`config.mk`:
```
export PLATFORM = sky130hd
export DESIGN_NAME = fheat_div
export DESIGN_NICKNAME = d
export VERILOG_FILES = /design/src/rtl/fheat_pkg.sv /design/src/rtl/fheat_div.sv
export SDC_FILE = /design/constraint.sdc
export NUM_CORES = 1
export LEC_CHECK = 0
export BUFFER_PORTS_ARGS = -buffer_cell sky130_fd_sc_hd__clkbuf_2
export CORE_MARGIN = 5
export CORE_UTILIZATION = 49
export DETAILED_ROUTE_END_ITERATION = 8
export GPL_TIMING_DRIVEN = 0
export PLACE_DENSITY = 0.79
export SYNTH_ARGS = -nofsm -noshare
export SYNTH_HDL_FRONTEND = slang
export SYNTH_SLANG_ARGS = --single-unit
```
`constraint.sdc`:
```
create_clock -name clk -period 4.2 [get_ports clk]
set_input_delay 0.42 -clock clk [delete_from_list [all_inputs] [get_ports clk]]
set_output_delay 0.42 -clock clk [all_outputs]
set_load 0.02 [all_outputs]
```
`src/rtl/fheat_pkg.sv`:
```
// Package for the explicit heat-conduction step engine.
// Holds command and status codes, control structs and the packed-slot helper.
// No dependencies.
package fheat_pkg;

	localparam logic [2:0] CMD_LOAD_NODE  = 3'd0;
	localparam logic [2:0] CMD_LOAD_STIFF = 3'd1;
	localparam logic [2:0] CMD_DIFFUSE    = 3'd2;
	localparam logic [2:0] CMD_ADVANCE    = 3'd3;
	localparam logic [2:0] CMD_READ       = 3'd4;

	localparam logic [1:0] ST_OK        = 2'd0;
	localparam logic [1:0] ST_ZERO_MASS = 2'd1;
	localparam logic [1:0] ST_SAT       = 2'd2;

	localparam int          PACKED_WORDS    = 36;
	localparam int          DIV_W           = 80;
	localparam logic [31:0] TIME_STEP_RESET = 32'd65536;

	// Start of each row of the packed upper triangle.
	localparam logic [5:0] ROW_BASE [8] = '{6'd0, 6'd8, 6'd15, 6'd21,
		6'd26, 6'd30, 6'd33, 6'd35};

	typedef struct packed {
		logic start;
	} div_ctrl_t;

	typedef struct packed {
		logic busy;
		logic done;
	} div_stat_t;

	// Packed slot of a symmetric entry; (c,r) shares the slot of (r,c).
	function automatic logic [5:0] packed_slot(input logic [2:0] r, input logic [2:0] c);
		logic [2:0] lo;
		logic [2:0] hi;
		lo = (r > c) ? c : r;
		hi = (r > c) ? r : c;
		return ROW_BASE[lo] + {3'd0, hi - lo};
	endfunction

endpackage

```
`src/rtl/fheat_div.sv`:
```
// Restoring divider, one quotient bit per cycle, for the advance update.
// Depends on fheat_pkg for the width and the control structs.
module fheat_div
	import fheat_pkg::*;
(
	input  logic             clk,
	input  logic             arst_n,
	input  div_ctrl_t        ctrl,
	input  logic [DIV_W-1:0] dividend,
	input  logic [30:0]      divisor,
	output div_stat_t        stat,
	output logic [DIV_W-1:0] quotient
);
	localparam int CW = $clog2(DIV_W);

	logic [DIV_W-1:0] num_q;
	logic [30:0]      den_q;
	logic [30:0]      rem_q;
	logic [CW-1:0]    cnt_q;
	logic             busy_q;
	logic             done_q;
	logic [31:0]      rem_shift;
	logic             qbit;

	// Trial subtraction of one step.
	always_comb begin
		rem_shift = {rem_q, num_q[DIV_W-1]};
		qbit = rem_shift >= {1'b0, den_q};
	end

	// Quotient bits shift into the dividend register as it empties.
	always_ff @(posedge clk or negedge arst_n) begin
		if (!arst_n) begin
			busy_q <= 1'b0;
			done_q <= 1'b0;
			cnt_q <= '0;
		end else begin
			done_q <= 1'b0;
			if (ctrl.start) begin
				num_q <= dividend;
				den_q <= divisor;
				rem_q <= '0;
				cnt_q <= '0;
				busy_q <= 1'b1;
			end else if (busy_q) begin
				rem_q <= qbit ? 31'(rem_shift - {1'b0, den_q}) : rem_shift[30:0];
				num_q <= {num_q[DIV_W-2:0], qbit};
				cnt_q <= cnt_q + 1'b1;
				if (cnt_q == CW'(DIV_W - 1)) begin
					busy_q <= 1'b0;
					done_q <= 1'b1;
				end
			end
		end
	end

	assign stat.busy = busy_q;
	assign stat.done = done_q;
	assign quotient = num_q;
endmodule

```
==> metrics.md <==
| Metric | Value |
|---|---|
| Diode count | `0` |
| Initial antenna violation count | `0` |
| CTS Buf Count | `17` |
| Critical path's top delay family | `compound AO/OA/AOI/OAI gates` |
| Avg Inst Size Synth | `12.1 um2` |
| NumNets Final | `1042` |
| Area delta synth->final | `23.0%` |
| Syn nets | `826` |
| Post-synthesis register bit count | `151` |
| Startpoint Class | `register` |
| Slew Viols, Final | `0` |
| PortBufs | `195` |
| Pin count of the biggest net entering global routing | `43` |
| CTS tree | `done` |
| Die X | `139 um` |
| Core footprint | `16500 um2` |
| Routed WL | `20800 um` |
| Outcome | `completed` |
| Minimum clock period | `3.64 ns` |
| Max clock buf depth | `2` |
| Mapped cell area | `8190 um2` |
| Worst-Margin Slew | `1.12 ns` |
| Worst relative slew slack | `25.4%` |
| Distinct cells, synth | `65` |
| Final setup margin | `0.562 ns` |
| Final hold vios | `0` |
| R2r setup slk | `0.56 ns` |
| Final worst-path cycle share | `86.6%` |
| Cells after Synth | `679` |
| Hold-fix buffers, CTS | `0` |
| Initial core utilization | `49.7%` |
| CTS Sinks | `151` |
| Root cell of the clock tree | `clkbuf_16` |
| Vias in the first global route | `6603` |
| Fillcell total | `1354` |
| Total Routing Usage GR | `21.6%` |
| Ys flop type | `edfxtp_1` |
| Yosys warnings | `0` |
| Arr. time, crit path | `3.88 ns` |
| Most frequent CP cell | `a21oi_1` |
| RSZ-0062 raised after global routing | `false` |
| Wire per inst | `18.4 um` |
| Setup Skew | `0.00920 ns` |
| Vias per cell | `5.51` |
| Worst vdd ir | `0.411 mV` |
| Min-Delay Path Class | `input port to register` |
| # Max-Cap Violations | `0` |
| Final Wtd Congestion | `0.890` |
| Total number of vias | `6216` |
| Leak pwr | `0.00421 uW` |
| CP Capture Type | `register` |
| Critical Path RT | `4.45 ns` |
| Total power per unit cell area | `473 nW/um2` |
| First-pass GRT wire length | `33500 um` |
| Crit Path Class | `register to register` |
| Buf/Inv on CP | `3` |
| Worst slack, placed | `0.678 ns` |
| Finish-stage setup viols | `0` |
| Height of the die | `139 um` |
| Cell row count | `47` |
| Die footprint | `19400 um2` |
| Sequential area share after synthesis | `54.8%` |
| Fmax | `0.275 GHz` |
| Setup TNS | `0 ns` |
| Post-CTS Setup Repair Bufs | `0` |
| Share of layout cells above drive strength 1 | `37.1%` |
| DP HPWL | `15400 um` |
| Drt first pass iters | `5` |
| DP Area | `9490 um2` |
| Post-synth EDFFs | `142` |
| Critical-path cell list | `inv_1, ha_1, fa_1, nand2b_1, a21oi_1, o2111ai_1, a21oi_1, o21ba_2, o21a_1, buf_4, buf_2, nand2_1, a311oi_1` |
| Finished Cell Area | `10100 um2` |
| DRC Markers | `0` |
| CP max-delay cell | `edfxtp_1` |
| FFs w/ async S/R, synth | `5.96%` |
| DRT iter0 DRCs | `429` |
| Clock-pin slew on the worst setup and hold paths | `0.07 ns` |
| CP max stage delay | `0.43 ns` |
| Resize count post-CTS | `0` |
| Final antenna-violating net count | `0` |
| GRT overflow | `0` |
| H-tree depth | `4` |
| Clk Latency, worst-skew pair | `0.43 ns` |
| Critical Path Fanout Max | `10` |
| Ports | `196` |
## power by group
part / internal, uW / switching [uW] / total [uW]
registers: 1840 / 94.9 / 1930
logic: 542 / 766 / 1310
clock network: 842 / 684 / 1530
total: 3220 / 1550 / 4770
## cell usage after synthesis, drive strengths merged (4+ instances only)
| cell type | instances | area share, % |
|---|---|---|
| edfxtp | 142 | 52 |
| o21bai | 4 | 0.50 |
| nor3 | 6 | 0.37 |
| xor2 | 12 | 1.3 |
| nand2b | 9 | 0.69 |
| a21o | 8 | 0.73 |
| buf | 17 | 1.2 |
| o21a | 4 | 0.37 |
| nand2 | 55 | 2.5 |
| inv | 39 | 1.8 |
| nor2 | 59 | 2.7 |
| mux2 | 80 | 11 |
| xnor2 | 16 | 1.7 |
| a211oi | 13 | 1.3 |
| nand3 | 8 | 0.55 |
| a21oi | 42 | 2.7 |
| a311oi | 14 | 1.6 |
| nor2b | 8 | 0.61 |
| o21ai | 22 | 1.5 |
| clkbuf | 18 | 0.83 |
| o211ai | 9 | 0.83 |
| ha | 32 | 4.9 |
| or3 | 5 | 0.38 |
| dfrtp | 9 | 2.8 |
| nand4 | 7 | 0.53 |
## sequential cells by signal, summed over array words and instances, names as in the netlist
register,cells
rem_q,31
den_q,31
busy_q,1
quotient,80
cnt_q,7
done_q,1
## per-layer routing
layer | up-vias | global-route usage, % | part of all wire, %
met5 | - | 0 | 0
met4 | 0 | 9.06 | 3.0
met3 | 40 | 7.96 | 8.5
met2 | 234 | 36.7 | 50
met1 | 2977 | 24.7 | 39
li1 | 2965 | - | -
## layout make-up
type                            count  area, um2  share of cell area [%]
Timing Repair Buffer              197       1020                    10.1
Clock inverter                     14        151                    1.50
Clock buffer                       18        429                    4.26
Sequential cell                   151       4490                    44.6
Buffer                             36        178                    1.77
Multi-Input combinational cell    453       3380                    33.6
Tap cell                          220        275                    2.73
Inverter                           39        146                    1.45
## cells by family (layout without fill, tap and decap cells)
| family | after synthesis | in the layout | share of synthesized area, % |
|---|---|---|---|
| and+or+nand+nor | 172 | 172 | 9.77 |
| buffers and inverters | 75 | 304 | 3.96 |
| adders and majority gates | 33 | 33 | 5.14 |
| DFF | 151 | 151 | 54.8 |
| muxes | 83 | 83 | 11.4 |
| xor gates and xnor gates | 28 | 28 | 3.00 |
| AOI/OAI and AO/OA | 137 | 137 | 11.9 |
## per-stage QoR
step / std cells / util (%) / hold WS (ns) / power, uW
floorplan: 679 / - / 0.124 / 2880
global placement: 1094 / 57.3 / 0.535 / 3220
detailed placement: 1096 / 57.6 / 0.560 / 3250
CTS: 1128 / 61.1 / 0.142 / 4780
global route: 1128 / 61.1 / 0.147 / 5010
finish: 1128 / 61.1 / 0.160 / 4770
## placed cells by master (no fill, tap or decap), drive strengths merged, types with 13 or more instances in the layout
master and instances:
a21oi 42, clkbuf 231, a311oi 14, edfxtp 142, nand2 55, a211oi 13
xnor2 16, o21ai 22, ha 32, inv 48, nor2 59, buf 19
mux2 80
## final timing paths
path | start | end | depth (start not counted)
min | divisor[25] | den_q[25]$_DFFE_PP_ | 1
min reg2reg | cnt_q[6]$_DFFE_PN0N_ | cnt_q[6]$_DFFE_PN0N_ | 2
max reg2reg | quotient[79]$_DFFE_PP_ | rem_q[24]$_SDFFCE_PP0P_ | 13
max | quotient[79]$_DFFE_PP_ | rem_q[24]$_SDFFCE_PP0P_ | 13
max in group asynchronous | arst_n | cnt_q[6]$_DFFE_PN0N_ | 1
min in group asynchronous | arst_n | cnt_q[0]$_DFFE_PN0N_ | 1
(Power assumes the default switching activity.)
